[src/clpt_pkg.sv]
// Shared types, codes and helpers for the camera line position tracker.
`default_nettype none

package clpt_pkg;

    localparam int CAPTURE_BITS_DEF = 16;
    localparam int ROW_BITS_DEF     = 10;

    localparam int CFG_IDX_W  = 3;
    localparam int CFG_DATA_W = 16;
    localparam int MID_W      = 16;
    localparam int MISS_W     = 8;
    localparam int ANGLE_W    = MID_W + 1;

    localparam logic [CFG_IDX_W-1:0] CFG_TIMER_PERIOD  = 3'd0;
    localparam logic [CFG_IDX_W-1:0] CFG_NEAR_ROW_THR  = 3'd1;
    localparam logic [CFG_IDX_W-1:0] CFG_NOM_NEAR      = 3'd2;
    localparam logic [CFG_IDX_W-1:0] CFG_NOM_FAR       = 3'd3;
    localparam logic [CFG_IDX_W-1:0] CFG_MAX_MISSES    = 3'd4;
    localparam logic [CFG_IDX_W-1:0] CFG_ROW_CYCLES    = 3'd5;

    localparam logic [15:0]       RST_TIMER_PERIOD = 16'd65535;
    localparam logic [9:0]        RST_NEAR_ROW_THR = 10'd130;
    localparam logic [15:0]       RST_NOM_NEAR     = 16'd100;
    localparam logic [15:0]       RST_NOM_FAR      = 16'd60;
    localparam logic [MISS_W-1:0] RST_MAX_MISSES   = 8'd10;
    localparam logic [15:0]       RST_ROW_CYCLES   = 16'd1000;

    localparam logic [1:0] OP_RISE = 2'd0;
    localparam logic [1:0] OP_FALL = 2'd1;
    localparam logic [1:0] OP_TICK = 2'd2;

    localparam logic [1:0] ST_VALID   = 2'd0;
    localparam logic [1:0] ST_LOST    = 2'd1;
    localparam logic [1:0] ST_NO_RISE = 2'd2;
    localparam logic [1:0] ST_NO_FALL = 2'd3;

    typedef enum logic [1:0] {
        S_IDLE,
        S_JUDGE,
        S_DIV
    } clpt_state_t;

    typedef struct packed {
        logic take_edge;
        logic take_tick;
        logic judge;
        logic div_start;
        logic mid_write;
    } clpt_cmd_t;

    typedef struct packed {
        logic fall_pass;
        logic mid_direct;
        logic div_done;
        logic out_busy;
    } clpt_stat_t;

    function automatic logic [1:0] band_status(
        input logic [MISS_W-1:0] misses,
        input logic [MISS_W-1:0] max_misses,
        input logic              rise_seen,
        input logic              fall_seen
    );
        logic [1:0] st;
        if (misses > max_misses)
            st = ST_LOST;
        else if (!rise_seen)
            st = ST_NO_RISE;
        else if (!fall_seen)
            st = ST_NO_FALL;
        else
            st = ST_VALID;
        return st;
    endfunction

endpackage

`default_nettype wire

[src/clpt_div.sv]
// Shift-subtract divider for the midpoint fraction, one quotient bit per cycle.
`default_nettype none

module clpt_div
    import clpt_pkg::*;
(
    input  wire logic             clk,
    input  wire logic             rst_n,
    input  wire logic             start,
    input  wire logic [MID_W-1:0] dividend,
    input  wire logic [MID_W-1:0] divisor,
    output logic                  done,
    output logic [MID_W-1:0]      quotient
);

    localparam int CNT_W = $clog2(MID_W);

    logic [MID_W-1:0] rem_reg;
    logic [MID_W-1:0] quo_reg;
    logic [CNT_W-1:0] cnt_reg;
    logic             busy_reg;
    logic             done_reg;

    logic [MID_W:0]   shifted;
    logic             take;

    // The dividend is the high word of the numerator; its low word is zero.
    // It is below the divisor, so the quotient fits in MID_W bits.
    assign shifted = {rem_reg, 1'b0};
    assign take    = shifted >= {1'b0, divisor};

    always_ff @(posedge clk or negedge rst_n)
    begin
        if (!rst_n)
        begin
            busy_reg <= 1'b0;
            done_reg <= 1'b0;
            cnt_reg  <= '0;
        end
        else
        begin
            done_reg <= 1'b0;
            if (start)
            begin
                busy_reg <= 1'b1;
                cnt_reg  <= '0;
            end
            else if (busy_reg)
            begin
                cnt_reg <= cnt_reg + 1'b1;
                if (cnt_reg == CNT_W'(MID_W - 1))
                begin
                    busy_reg <= 1'b0;
                    done_reg <= 1'b1;
                end
            end
        end
    end

    always_ff @(posedge clk)
    begin
        if (start)
        begin
            rem_reg <= dividend;
            quo_reg <= '0;
        end
        else if (busy_reg)
        begin
            rem_reg <= take ? MID_W'(shifted - {1'b0, divisor}) : shifted[MID_W-1:0];
            quo_reg <= {quo_reg[MID_W-2:0], take};
        end
    end

    assign done     = done_reg;
    assign quotient = quo_reg;

endmodule

`default_nettype wire

[src/clpt_ctrl.sv]
// Controller state machine: input handshake and sequencing of fall judgment.
`default_nettype none

module clpt_ctrl
    import clpt_pkg::*;
(
    input  wire logic       clk,
    input  wire logic       rst_n,
    input  wire logic       in_valid,
    output logic            in_ready,
    input  wire logic [1:0] operation,
    input  wire logic       out_ready,
    input  wire clpt_stat_t stat,
    output clpt_cmd_t       cmd
);

    clpt_state_t state_reg;
    clpt_state_t state_next;
    logic        accept;

    // A tick may not overwrite a result that is still waiting.
    assign in_ready = (state_reg == S_IDLE)
                      && (operation != OP_TICK || !stat.out_busy || out_ready);
    assign accept   = in_valid && in_ready;

    always_comb
    begin
        state_next = state_reg;
        case (state_reg)
            S_IDLE:
            begin
                if (accept && operation == OP_FALL)
                    state_next = S_JUDGE;
            end
            S_JUDGE:
            begin
                if (stat.fall_pass && !stat.mid_direct)
                    state_next = S_DIV;
                else
                    state_next = S_IDLE;
            end
            S_DIV:
            begin
                if (stat.div_done)
                    state_next = S_IDLE;
            end
            default:
            begin
                state_next = S_IDLE;
            end
        endcase
    end

    always_comb
    begin
        cmd = '0;
        case (state_reg)
            S_IDLE:
            begin
                cmd.take_edge = accept && (operation == OP_RISE || operation == OP_FALL);
                cmd.take_tick = accept && operation == OP_TICK;
            end
            S_JUDGE:
            begin
                cmd.judge     = 1'b1;
                cmd.div_start = stat.fall_pass && !stat.mid_direct;
            end
            S_DIV:
            begin
                cmd.mid_write = stat.div_done;
            end
            default:
            begin
                cmd = '0;
            end
        endcase
    end

    always_ff @(posedge clk or negedge rst_n)
    begin
        if (!rst_n)
            state_reg <= S_IDLE;
        else
            state_reg <= state_next;
    end

`ifndef SYNTHESIS
    a_ready_idle: assert property (@(posedge clk) disable iff (!rst_n)
        in_ready |-> state_reg == S_IDLE)
        else $error("input ready outside idle");

    a_judge_next: assert property (@(posedge clk) disable iff (!rst_n)
        state_reg == S_JUDGE |=> state_reg == S_IDLE || state_reg == S_DIV)
        else $error("judge step did not finish");

    a_done_in_div: assert property (@(posedge clk) disable iff (!rst_n)
        stat.div_done |-> state_reg == S_DIV)
        else $error("divider finished outside division");

    a_no_overwrite: assert property (@(posedge clk) disable iff (!rst_n)
        cmd.take_tick |-> !stat.out_busy || out_ready)
        else $error("tick item would overwrite a waiting result");
`endif

endmodule

`default_nettype wire

[src/clpt_dp.sv]
// Datapath: registers, band state, width check, midpoint unit and result register.
`default_nettype none

module clpt_dp
    import clpt_pkg::*;
#(
    parameter int CAPTURE_BITS = CAPTURE_BITS_DEF,
    parameter int ROW_BITS     = ROW_BITS_DEF
)
(
    input  wire logic                    clk,
    input  wire logic                    rst_n,
    input  wire clpt_cmd_t               cmd,
    output clpt_stat_t                   stat,
    input  wire logic [1:0]              operation,
    input  wire logic [CAPTURE_BITS-1:0] capture_value,
    input  wire logic [ROW_BITS-1:0]     row_number,
    input  wire logic                    cfg_we,
    input  wire logic [CFG_IDX_W-1:0]    cfg_index,
    input  wire logic [CFG_DATA_W-1:0]   cfg_wdata,
    output logic                         out_valid,
    input  wire logic                    out_ready,
    output logic [1:0]                   near_status,
    output logic [1:0]                   far_status,
    output logic [MID_W-1:0]             near_midpoint,
    output logic [MID_W-1:0]             far_midpoint,
    output logic signed [ANGLE_W-1:0]    angle,
    output logic                         angle_valid
);

    // Edge times hold a full timer period as well as a negative capture overrun.
    localparam int EW    = ((CAPTURE_BITS > 16) ? CAPTURE_BITS : 16) + 1;
    localparam int WM    = EW + 5;
    localparam int RC_W  = (ROW_BITS > 10) ? ROW_BITS : 10;

    logic [15:0]       timer_period_reg;
    logic [9:0]        near_row_thr_reg;
    logic [15:0]       nom_near_reg;
    logic [15:0]       nom_far_reg;
    logic [MISS_W-1:0] max_misses_reg;
    logic [15:0]       row_cycles_reg;

    logic signed [EW-1:0] begin_near_reg;
    logic signed [EW-1:0] end_near_reg;
    logic signed [EW-1:0] begin_far_reg;
    logic signed [EW-1:0] end_far_reg;
    logic [MID_W-1:0]     mid_near_reg;
    logic [MID_W-1:0]     mid_far_reg;
    logic [MISS_W-1:0]    misses_near_reg;
    logic [MISS_W-1:0]    misses_far_reg;
    logic [3:0]           seen_reg;
    logic                 band_near_reg;

    logic                 out_valid_reg;
    logic [1:0]           near_status_reg;
    logic [1:0]           far_status_reg;
    logic [MID_W-1:0]     near_mid_out_reg;
    logic [MID_W-1:0]     far_mid_out_reg;
    logic [ANGLE_W-1:0]   angle_reg;
    logic                 angle_valid_reg;

    logic signed [EW-1:0] edge_cycles;
    logic                 near_sel;

    logic signed [EW-1:0] b_sel;
    logic signed [EW-1:0] e_sel;
    logic [15:0]          nom_sel;
    logic signed [EW:0]   width;
    logic signed [EW:0]   sum;
    logic signed [WM-1:0] w_ext;
    logic signed [WM-1:0] n_ext;
    logic signed [WM-1:0] w10;
    logic signed [WM-1:0] n9;
    logic signed [WM-1:0] n11;
    logic                 sum_pos;
    logic [EW-1:0]        half;
    logic                 half_big;
    logic [MID_W-1:0]     direct_val;

    logic [1:0]           ns;
    logic [1:0]           fs;
    logic                 av;
    logic [ANGLE_W-1:0]   diff;

    logic                 div_done;
    logic [MID_W-1:0]     quotient;

    assign edge_cycles = $signed(EW'(timer_period_reg)) - $signed(EW'(capture_value));
    assign near_sel    = RC_W'(row_number) >= RC_W'(near_row_thr_reg);

    assign b_sel   = band_near_reg ? begin_near_reg : begin_far_reg;
    assign e_sel   = band_near_reg ? end_near_reg : end_far_reg;
    assign nom_sel = band_near_reg ? nom_near_reg : nom_far_reg;

    assign width = $signed({e_sel[EW-1], e_sel}) - $signed({b_sel[EW-1], b_sel});
    assign sum   = $signed({e_sel[EW-1], e_sel}) + $signed({b_sel[EW-1], b_sel});

    // Width window 0.9 to 1.1 of nominal, as 10w > 9n and 10w < 11n.
    assign w_ext = WM'(width);
    assign n_ext = $signed(WM'({1'b0, nom_sel}));
    assign w10   = (w_ext <<< 3) + (w_ext <<< 1);
    assign n9    = (n_ext <<< 3) + n_ext;
    assign n11   = (n_ext <<< 3) + (n_ext <<< 1) + n_ext;

    // A half sum at or above row_cycles would give a quotient past full scale.
    assign sum_pos    = sum > $signed((EW + 1)'(1));
    assign half       = sum[EW:1];
    assign half_big   = half >= EW'(row_cycles_reg);
    assign direct_val = sum_pos ? {MID_W{1'b1}} : {MID_W{1'b0}};

    assign stat.fall_pass  = (w10 > n9) && (w10 < n11);
    assign stat.mid_direct = !sum_pos || half_big;
    assign stat.div_done   = div_done;
    assign stat.out_busy   = out_valid_reg;

    clpt_div u_div (
        .clk      (clk),
        .rst_n    (rst_n),
        .start    (cmd.div_start),
        .dividend (half[MID_W-1:0]),
        .divisor  (row_cycles_reg),
        .done     (div_done),
        .quotient (quotient)
    );

    assign ns   = band_status(misses_near_reg, max_misses_reg, seen_reg[0], seen_reg[1]);
    assign fs   = band_status(misses_far_reg, max_misses_reg, seen_reg[2], seen_reg[3]);
    assign av   = !(ns != ST_VALID && fs != ST_VALID);
    assign diff = ANGLE_W'({1'b0, mid_near_reg} - {1'b0, mid_far_reg});

    always_ff @(posedge clk or negedge rst_n)
    begin
        if (!rst_n)
        begin
            timer_period_reg <= RST_TIMER_PERIOD;
            near_row_thr_reg <= RST_NEAR_ROW_THR;
            nom_near_reg     <= RST_NOM_NEAR;
            nom_far_reg      <= RST_NOM_FAR;
            max_misses_reg   <= RST_MAX_MISSES;
            row_cycles_reg   <= RST_ROW_CYCLES;
        end
        else if (cfg_we)
        begin
            case (cfg_index)
                CFG_TIMER_PERIOD: timer_period_reg <= cfg_wdata;
                CFG_NEAR_ROW_THR: near_row_thr_reg <= cfg_wdata[9:0];
                CFG_NOM_NEAR:     nom_near_reg     <= cfg_wdata;
                CFG_NOM_FAR:      nom_far_reg      <= cfg_wdata;
                CFG_MAX_MISSES:   max_misses_reg   <= cfg_wdata[MISS_W-1:0];
                CFG_ROW_CYCLES:   row_cycles_reg   <= cfg_wdata;
                default:          ;
            endcase
        end
    end

    always_ff @(posedge clk or negedge rst_n)
    begin
        if (!rst_n)
        begin
            begin_near_reg  <= '0;
            end_near_reg    <= '0;
            begin_far_reg   <= '0;
            end_far_reg     <= '0;
            mid_near_reg    <= '0;
            mid_far_reg     <= '0;
            misses_near_reg <= '0;
            misses_far_reg  <= '0;
            seen_reg        <= '0;
            band_near_reg   <= 1'b0;
        end
        else
        begin
            if (cmd.take_edge)
            begin
                band_near_reg <= near_sel;
                if (operation == OP_FALL)
                begin
                    if (near_sel)
                    begin
                        end_near_reg <= edge_cycles;
                        seen_reg[1]  <= 1'b1;
                    end
                    else
                    begin
                        end_far_reg <= edge_cycles;
                        seen_reg[3] <= 1'b1;
                    end
                end
                else
                begin
                    if (near_sel)
                    begin
                        begin_near_reg <= edge_cycles;
                        seen_reg[0]    <= 1'b1;
                    end
                    else
                    begin
                        begin_far_reg <= edge_cycles;
                        seen_reg[2]   <= 1'b1;
                    end
                end
            end

            if (cmd.take_tick)
            begin
                if (ns == ST_VALID)
                    seen_reg[1:0] <= 2'b00;
                if (fs == ST_VALID)
                    seen_reg[3:2] <= 2'b00;
            end

            if (cmd.judge)
            begin
                if (!stat.fall_pass)
                begin
                    if (band_near_reg && misses_near_reg != {MISS_W{1'b1}})
                        misses_near_reg <= misses_near_reg + 1'b1;
                    if (!band_near_reg && misses_far_reg != {MISS_W{1'b1}})
                        misses_far_reg <= misses_far_reg + 1'b1;
                end
                else
                begin
                    if (band_near_reg)
                        misses_near_reg <= '0;
                    else
                        misses_far_reg <= '0;
                    if (stat.mid_direct)
                    begin
                        if (band_near_reg)
                            mid_near_reg <= direct_val;
                        else
                            mid_far_reg <= direct_val;
                    end
                end
            end

            if (cmd.mid_write)
            begin
                if (band_near_reg)
                    mid_near_reg <= quotient;
                else
                    mid_far_reg <= quotient;
            end
        end
    end

    always_ff @(posedge clk or negedge rst_n)
    begin
        if (!rst_n)
            out_valid_reg <= 1'b0;
        else if (cmd.take_tick)
            out_valid_reg <= 1'b1;
        else if (out_ready)
            out_valid_reg <= 1'b0;
    end

    always_ff @(posedge clk)
    begin
        if (cmd.take_tick)
        begin
            near_status_reg  <= ns;
            far_status_reg   <= fs;
            near_mid_out_reg <= (ns == ST_VALID) ? mid_near_reg : '0;
            far_mid_out_reg  <= (fs == ST_VALID) ? mid_far_reg : '0;
            angle_reg        <= av ? diff : '0;
            angle_valid_reg  <= av;
        end
    end

    assign out_valid     = out_valid_reg;
    assign near_status   = near_status_reg;
    assign far_status    = far_status_reg;
    assign near_midpoint = near_mid_out_reg;
    assign far_midpoint  = far_mid_out_reg;
    assign angle         = $signed(angle_reg);
    assign angle_valid   = angle_valid_reg;

endmodule

`default_nettype wire

[src/camera_line_position_tracker_top.sv]
// Top level of the camera line position tracker.
`default_nettype none

// Rise and fall items mark the edges of a dark line in the near or far row band;
// a tick item returns one result with each band's status, both midpoints as
// unsigned 0.16 fractions of the row, and their difference as the angle. Rise,
// tick and unused-operation items finish in idle. A fall item goes to the judge
// state, then back to idle if its width is rejected or its midpoint is clamped,
// else to the division state, where a shift-subtract divider makes the midpoint
// fraction, one of its 16 quotient bits per cycle. One item is in work at a time;
// a tick is held off only while the previous result waits to be taken.
// Configuration registers may be written only while the block is idle.
module camera_line_position_tracker_top
    import clpt_pkg::*;
#(
    parameter int CAPTURE_BITS = CAPTURE_BITS_DEF,
    parameter int ROW_BITS     = ROW_BITS_DEF
)
(
    input  wire logic                    clk,
    input  wire logic                    rst_n,
    input  wire logic                    in_valid,
    output logic                         in_ready,
    input  wire logic [1:0]              operation,
    input  wire logic [CAPTURE_BITS-1:0] capture_value,
    input  wire logic [ROW_BITS-1:0]     row_number,
    output logic                         out_valid,
    input  wire logic                    out_ready,
    output logic [1:0]                   near_status,
    output logic [1:0]                   far_status,
    output logic [MID_W-1:0]             near_midpoint,
    output logic [MID_W-1:0]             far_midpoint,
    output logic signed [ANGLE_W-1:0]    angle,
    output logic                         angle_valid,
    input  wire logic                    cfg_we,
    input  wire logic [CFG_IDX_W-1:0]    cfg_index,
    input  wire logic [CFG_DATA_W-1:0]   cfg_wdata
);

    clpt_cmd_t  cmd;
    clpt_stat_t stat;

    clpt_ctrl u_ctrl (
        .clk       (clk),
        .rst_n     (rst_n),
        .in_valid  (in_valid),
        .in_ready  (in_ready),
        .operation (operation),
        .out_ready (out_ready),
        .stat      (stat),
        .cmd       (cmd)
    );

    clpt_dp #(
        .CAPTURE_BITS (CAPTURE_BITS),
        .ROW_BITS     (ROW_BITS)
    ) u_dp (
        .clk           (clk),
        .rst_n         (rst_n),
        .cmd           (cmd),
        .stat          (stat),
        .operation     (operation),
        .capture_value (capture_value),
        .row_number    (row_number),
        .cfg_we        (cfg_we),
        .cfg_index     (cfg_index),
        .cfg_wdata     (cfg_wdata),
        .out_valid     (out_valid),
        .out_ready     (out_ready),
        .near_status   (near_status),
        .far_status    (far_status),
        .near_midpoint (near_midpoint),
        .far_midpoint  (far_midpoint),
        .angle         (angle),
        .angle_valid   (angle_valid)
    );

endmodule

`default_nettype wire
[config.mk]
export PLATFORM = sky130hd
export DESIGN_NAME = camera_line_position_tracker_top
export DESIGN_NICKNAME = d
export VERILOG_FILES = /design/src/clpt_pkg.sv /design/src/clpt_div.sv /design/src/clpt_ctrl.sv /design/src/clpt_dp.sv /design/src/camera_line_position_tracker_top.sv
export SDC_FILE = /design/constraint.sdc
export NUM_CORES = 1
export LEC_CHECK = 0
export BUFFER_PORTS_ARGS = -buffer_cell sky130_fd_sc_hd__buf_2
export CAP_MARGIN = 40
export CORE_ASPECT_RATIO = 0.75
export CORE_UTILIZATION = 60
export CTS_CLUSTER_DIAMETER = 150
export DETAILED_ROUTE_END_ITERATION = 8
export PLACE_DENSITY = 0.75
export SLEW_MARGIN = 20
export SYNTH_ARGS = -nofsm -noshare
export SYNTH_HDL_FRONTEND = slang
export SYNTH_SLANG_ARGS = --single-unit
[constraint.sdc]
create_clock -name clk -period 10.6 [get_ports clk]
set_clock_uncertainty 0.15 [all_clocks]
set_input_delay 1.59 -clock clk [delete_from_list [all_inputs] [get_ports clk]]
set_output_delay 1.59 -clock clk [all_outputs]
set_load 0.005 [all_outputs]
==> results by group, run 1 <==
Status
  – Status: finished, final reports clean

Final layout
  – Layout Nets: 2635
  – Layout cells sized above 1: 0.1546
  – Fill cells: 2675
  – Synthesis-to-finish area growth: 9.919%

CTS
  – Resized Gates After CTS: 0
  – Clock-pin transition on the worst setup and hold timing paths: 0.06 ns
  – Postcts setup bufs: 0
  – H-tree lvl count: 1
  – Clock tree sinks: 298
  – CTS tree: built
  – Clk Latency, worst-skew pair: 0.58 ns
  – Hold_buf cts: 0
  – CTS root buf: clkbuf_16
  – Clk buf depth: 3
  – Num CTS Buffers: 31

Global routing
  – Antenna violations before repair: 3
  – GRT overflow: 0
  – Largest net degree at the start of global routing: 89
  – Vias in the first global route: 16160
  – First-pass GRT wire length: 88.87 mm
  – Gr usage total: 0.3178

Floorplanning
  – Num rows: 59
  – Die W: 219.1 um
  – Die height: 164.8 um
  – Initial Util: 0.6098
  – Core area: 34770 um2
  – I/O pin count: 108
  – Die area: 36100 um2

STA
  – RSZ-0062 raised after global routing: no
  – Fmax achieved: 107.0 MHz
  – Final min period: 9.347 ns
  – Total negative slack: 0 ns
  – Slew @ Worst Pin: 0.8777 ns
  – Hold Fails Final Rpt: 0
  – Relative slew slack: 0.4114
  – Fin crit share: 0.8818
  – Max-slew violation count: 0
  – Final Setup Violations: 0

Detailed routing
  – Drt total wl: 56.81 mm
  – Antenna viol nets, final: 0
  – DRC errors left: 0
  – Vias: 17180
  – Drt pass-1 iters: 5
  – Vias/cell: 6.051
  – Final routed wire length divided by cell count: 20.01 um
  – 1st-iter DRT viols: 1558

Yosys
  – Post-synthesis simple-gate area fraction: 0.1479
  – Synth warn: 0
  – Synth Area in Compound Gates: 0.1623
  – XOR/XNOR Fraction of Synth Area: 0.05104
  – Synthesized cell area: 21200 um2
  – Synth Area in Adders: 0.1371
  – Syn nets: 2549
  – Synth Register Bits: 298
  – Unique masters post-synth: 93
  – Post-Syn Area per Cell: 9.341 um2
  – Seq/Total Area, Yosys: 0.3664
  – Post-synth EDFFs: 70
  – Synth async-reset ratio: 0.7114
  – Largest family of logic cells by synthesized area: compound AO/OA/AOI/OAI gates
  – Primary FF master, synth: dfrtp_1
  – Multiplexer area fraction after synthesis: 0.08574
  – Post-synthesis instance total: 2270

Worst hold path
  – Hold Path Stages: 2
  – Hold WC Path Type: register to register

Critical path
  – R2R cell count: 31
  – WS Path Type: register to register
  – Critical path data arrival time: 9.53 ns
  – CP max FO: 28
  – Critical-path top delay cell: dfrtp_2
  – CP endpoint kind: register
  – CP Data Required Time: 10.79 ns
  – Slowest stage delay, CP: 0.84 ns
  – Crit start category: register

Job
  – MaxCap Viol Count: 0

Placed design
  – Buffers on Ports: 107
  – Gpl congestion: 0.9337
  – Dpl hpwl: 43.30 mm
per-layer routing:
layer / vias to the layer above / part of all wire / track usage
met4: 0 / 0.020 / 0.06818
met3: 73 / 0.098 / 0.07937
met2: 625 / 0.41 / 0.4531
met5: - / 0 / 0
li1: 8182 / - / -
met1: 8299 / 0.47 / 0.4810
cell type report:
| cell class | instances | area (um2) | area share |
|---|---|---|---|
| inverters | 180 | 675.6 | 0.02899 |
| clock buffers | 40 | 903.4 | 0.03876 |
| well taps | 457 | 571.8 | 0.02453 |
| clock inverters | 17 | 173.9 | 0.007462 |
| multi-input cells | 1713 | 12410 | 0.5323 |
| repair buffers | 132 | 800.8 | 0.03436 |
| flip-flops and latches | 298 | 7770 | 0.3334 |
| diodes | 2 | 5.005 | 0.0002147 |
kinds of logic after synthesis:
logic type / count (synthesis)
XOR/XNOR: 122
flip-flops: 298
adder cells (fa/ha/maj): 227
AND/OR/NAND/NOR: 655
other: 1
buffers and inverters: 259
multiplexers: 164
AO/OA/AOI/OAI: 544
worst max-delay path: cells and delay by family, from the launching register on:
kind                       cells  cell delay (ns)
muxes                          2             0.69
buffers and inverters          3             0.63
AOI/OAI and AO/OA             13             3.28
DFF                            1             0.84
xor gates and xnor gates       2             0.48
and+or+nand+nor                8             2.02
adders and majority gates      3             0.98
cells in the final DEF, fill, tap and decap left out, drive strengths merged, types with 41 or more instances in the layout:
cell and n:
dfrtp 179, buf 131, nor2 147, and2 41, xor2 43, o21ai 171
mux2 114, nand2 234, clkbuf 41, xnor2 78, a21oi 149, nor3 41
a21o 55, mux2i 50, edfxtp 70, inv 180, ha 218
synth_stat cells (15+ instances only):
cell	count	share of area
nand2_1	234	0.041
a21oi_1	146	0.034
dfstp_2	33	0.041
nor3_1	39	0.0092
o21ai_0	167	0.039
nor2_1	147	0.026
inv_1	177	0.031
mux2_2	105	0.056
clkbuf_1	56	0.0099
ha_1	218	0.13
nand2b_1	29	0.0086
xor2_1	43	0.018
dfrtp_1	179	0.21
edfxtp_1	70	0.099
o211ai_1	16	0.0057
o21bai_1	15	0.0053
a31oi_1	16	0.0047
o21a_1	19	0.0067
nor2b_1	32	0.0094
mux2i_1	50	0.024
nand3_1	33	0.0078
a21boi_0	17	0.0060
nand4_1	20	0.0059
xnor2_1	78	0.032
dfxtp_1	16	0.015
and3_1	20	0.0059
and2_1	41	0.012
a21o_1	55	0.019
path summary, 6_finish.rpt:
check	startpoint	endpoint	slack, ns
worst max-delay path	u_dp.band_near_reg	u_dp.u_div.rem_reg[9]	1.25
worst min-delay path	u_dp.end_near_reg[11]	u_dp.end_near_reg[11]	0.33
worst max register to register	u_dp.band_near_reg	u_dp.u_div.rem_reg[9]	1.25
worst min register to register	u_dp.end_near_reg[11]	u_dp.end_near_reg[11]	0.33
max in group asynchronous	rst_n	u_dp.u_div.cnt_reg[3]	8.16
min in group asynchronous	rst_n	u_dp.near_row_thr_reg[5]	0.93
stage by stage:
step                        util  instance area [um2]  hold slack, ns  setup slack, ns  std cells
after CTS                 0.6698                23290          0.3261            1.358       2836
after global placement    0.6353                22090          0.3037            1.687       2771
after global routing      0.6703                23300          0.3439           0.4657       2838
final                     0.6703                23310          0.3264            1.253       2839
after floorplan                -                21200          0.2902            2.202       2270
after detailed placement  0.6388                22210          0.3096            1.388       2779
Power of run 1 is left out: the tool's default activity adds up to more than one toggle a clock period on the data nets, which glitch-free logic cannot reach.
==> run 2, diff against run 1 <==
--- a/config.mk
+++ b/config.mk
@@ -7,11 +7,13 @@
 export LEC_CHECK = 0
 export BUFFER_PORTS_ARGS = -buffer_cell sky130_fd_sc_hd__buf_2
 export CAP_MARGIN = 40
+export CELL_PAD_IN_SITES_DETAIL_PLACEMENT = 0
+export CELL_PAD_IN_SITES_GLOBAL_PLACEMENT = 1
 export CORE_ASPECT_RATIO = 0.75
-export CORE_UTILIZATION = 60
+export CORE_UTILIZATION = 49
 export CTS_CLUSTER_DIAMETER = 150
 export DETAILED_ROUTE_END_ITERATION = 8
-export PLACE_DENSITY = 0.75
+export PLACE_DENSITY = 0.78
 export SLEW_MARGIN = 20
 export SYNTH_ARGS = -nofsm -noshare
 export SYNTH_HDL_FRONTEND = slang
==> constraint.sdc (replaced) <==
create_clock -name clk -period 9.3 [get_ports clk]
set_clock_uncertainty 0.15 [all_clocks]
set_input_delay 1.395 -clock clk [delete_from_list [all_inputs] [get_ports clk]]
set_output_delay 1.395 -clock clk [all_outputs]
set_load 0.005 [all_outputs]
==> run 2 against run 1 <==
  * Worst setup slack worse by 0.62 ns
  * Final area increased by 1.4%
  * Critical path depth grew 1
  * Sequential share of layout area shrank 0.47 points
  * Core utilization down 11 points
  * Fmax rose by 7.9%
  * Routed wire length increased by 4.3%
  * Final cell count is 4.4% higher
  * First-iteration DRC count decreased by 24%
  * Highest routed layer unchanged
==> results by group, run 2 (synthesis results as in run 1) <==
Final layout
  – ANT cells: 0 (-2)
  – Utilization after layout: 0.5579 (-0.1125)
  – Commonest non-fill, non-tap cell in the layout: nand2_1
  – Design Area, Final: 23640 um2 (+1.4%)
  – Layout Nets: 2648 (+0.49%)
  – Layout cells sized above 1: 0.1583 (+0.003691)
  – Commonest cells after routing, fill and taps aside: nand2_1, ha_1, dfrtp_1
  – Synthesis-to-finish area growth: 11.48%

STA
  – Hold Fails Final Rpt: 0 (unchanged)
  – Relative slew slack: 0.4648 (+0.05334)
  – Slew @ Worst Pin: 0.8005 ns (-0.07728 ns)
  – Final min period: 8.665 ns (-0.6812 ns)
  – Max-slew violation count: 0 (unchanged)
  – Worst hold margin: 0.3219 ns (-0.004510 ns)
  – Fmax achieved: 115.4 MHz (+7.9%)
  – Fin crit share: 0.9318 (+0.05001)
  – Final Setup Violations: 0 (unchanged)
  – Total negative slack: 0 ns (unchanged)
  – RSZ-0062 raised after global routing: no

Worst hold path
  – Hold WC Path Type: register to register

Job
  – MaxCap Viol Count: 0 (unchanged)

Detailed routing
  – Final routed wire length divided by cell count: 19.99 um (about the same)
  – Drt total wl: 59.24 mm (+4.3%)
  – Routed met2 length: 23.28 mm (-0.27%)
  – Antenna viol nets, final: 0 (unchanged)
  – Drt pass-1 iters: 5 (unchanged)
  – DRC errors left: 0 (unchanged)
  – 1st-iter DRT viols: 1189 (-24%)
  – Vias: 17120 (-0.32%)
  – Uppermost layer routed: met4
  – DRT met1 WL: 30.15 mm (+13%)
  – Metal3 WL: 4.287 mm (-23%)
  – Vias/cell: 5.779 (-4.5%)

CTS
  – Clock tree sinks: 298 (unchanged)
  – CTS root buf: clkbuf_16
  – Clk Latency, worst-skew pair: 0.55 ns (-0.03 ns)
  – Num CTS Buffers: 34 (+9.7%)
  – Postcts setup bufs: 0 (unchanged)
  – Clock-pin transition on the worst setup and hold timing paths: 0.06 ns (about the same)
  – Clk buf depth: 3 (unchanged)
  – CTS tree: built
  – Resized Gates After CTS: 0 (unchanged)
  – Hold_buf cts: 0 (unchanged)
  – H-tree lvl count: 2 (+1)

Floorplanning
  – Die area: 44120 um2 (+22%)
  – Die height: 182.2 um (+11%)
  – Num rows: 65 (+10%)
  – I/O pin count: 108 (unchanged)
  – Core area: 42370 um2 (+22%)
  – Die W: 242.2 um (+11%)
  – Initial Util: 0.5004 (-0.1094)

Critical path
  – CP top delay family: compound AO/OA/AOI/OAI gates
  – CP Buf/Inv Count: 4 (+1)
  – Critical-path top delay cell: dfrtp_2
  – Crit start category: register
  – CP Data Required Time: 9.43 ns (-1.36 ns)
  – CP max FO: 17 (-39%)
  – WS Path Type: register to register
  – CP endpoint kind: register
  – Slowest stage delay, CP: 0.63 ns (-0.21 ns)
  – Critical path data arrival time: 8.80 ns (-0.73 ns)

Placed design
  – Buffers on Ports: 107 (unchanged)
  – Gpl congestion: 0.9087 (-2.7%)
  – Dpl hpwl: 44.91 mm (+3.7%)
  – Placed Area: 22380 um2 (+0.75%)

Global routing
  – First-pass GRT wire length: 93.12 mm (+4.8%)
  – Gr usage total: 0.2699 (-0.04787)
  – Largest net degree at the start of global routing: 93 (+4.5%)
  – GRT overflow: 0 (unchanged)
  – Antenna violations before repair: 0 (-3)
  – Vias in the first global route: 16480 (+2.0%)

Status
  – Status: finished, final reports clean
## run 2: cell types whose count changed in the layout (fill, tap and decap cells not counted), sizes merged
cell,previous run,this run
buf,131,140
clkinvlp,1,0
clkinv,14,8
clkbuf,41,53
diode,2,0
## run 2: path summary, 6_finish.rpt
kind / from / endpoint / slack [ns] / cells after the start
min in group asynchronous: rst_n / u_dp.near_row_thr_reg[3] / 0.50 / 1
max in group asynchronous: rst_n / u_dp.max_misses_reg[1] / 7.09 / 4
setup reg to reg: u_dp.band_near_reg / u_dp.u_div.rem_reg[3] / 0.63 / 32
setup / recovery: u_dp.band_near_reg / u_dp.u_div.rem_reg[3] / 0.63 / 32
hold reg to reg: u_dp.end_near_reg[12] / u_dp.end_near_reg[12] / 0.32 / 2
hold / removal: u_dp.end_near_reg[12] / u_dp.end_near_reg[12] / 0.32 / 2
## run 2: cell type report
cell class,instances,area (um2)
Clock buffer,51,1026
Tap cell,569,711.9
Clock inverter,10,126.4
Sequential cell,298,7770
Inverter,180,675.6
Multi-Input combinational cell,1713,12410
Timing Repair Buffer,142,918.4
Fill cell,3762,18730
## run 2: metal layers
metal / GRT usage / vias to the layer above
met5: 0 / -
met4: 0.07873 / 0
met3: 0.05279 / 87
met2: 0.3732 / 519
met1: 0.4188 / 8316
li1: - / 8202
## run 2: per-stage QoR
stage | setup WS (ns) | cells
floorplan | 0.9017 | 2270
global placement | 0.9620 | 2885
detailed placement | 0.8271 | 2896
CTS | 0.7458 | 2957
global route | 0.05240 | 2963
finish | 0.6346 | 2963
## run 2: worst register-to-register path, delay by kind of cell (launching register included)
family	cells	cell delay (ns)
buffers and inverters	4	1.05
and+or+nand+nor	6	0.81
AOI/OAI and AO/OA	15	3.47
adders and majority gates	3	1.10
DFF	1	0.63
xor gates and xnor gates	2	0.44
muxes	2	0.76
Power of run 2 is left out for the same reason.
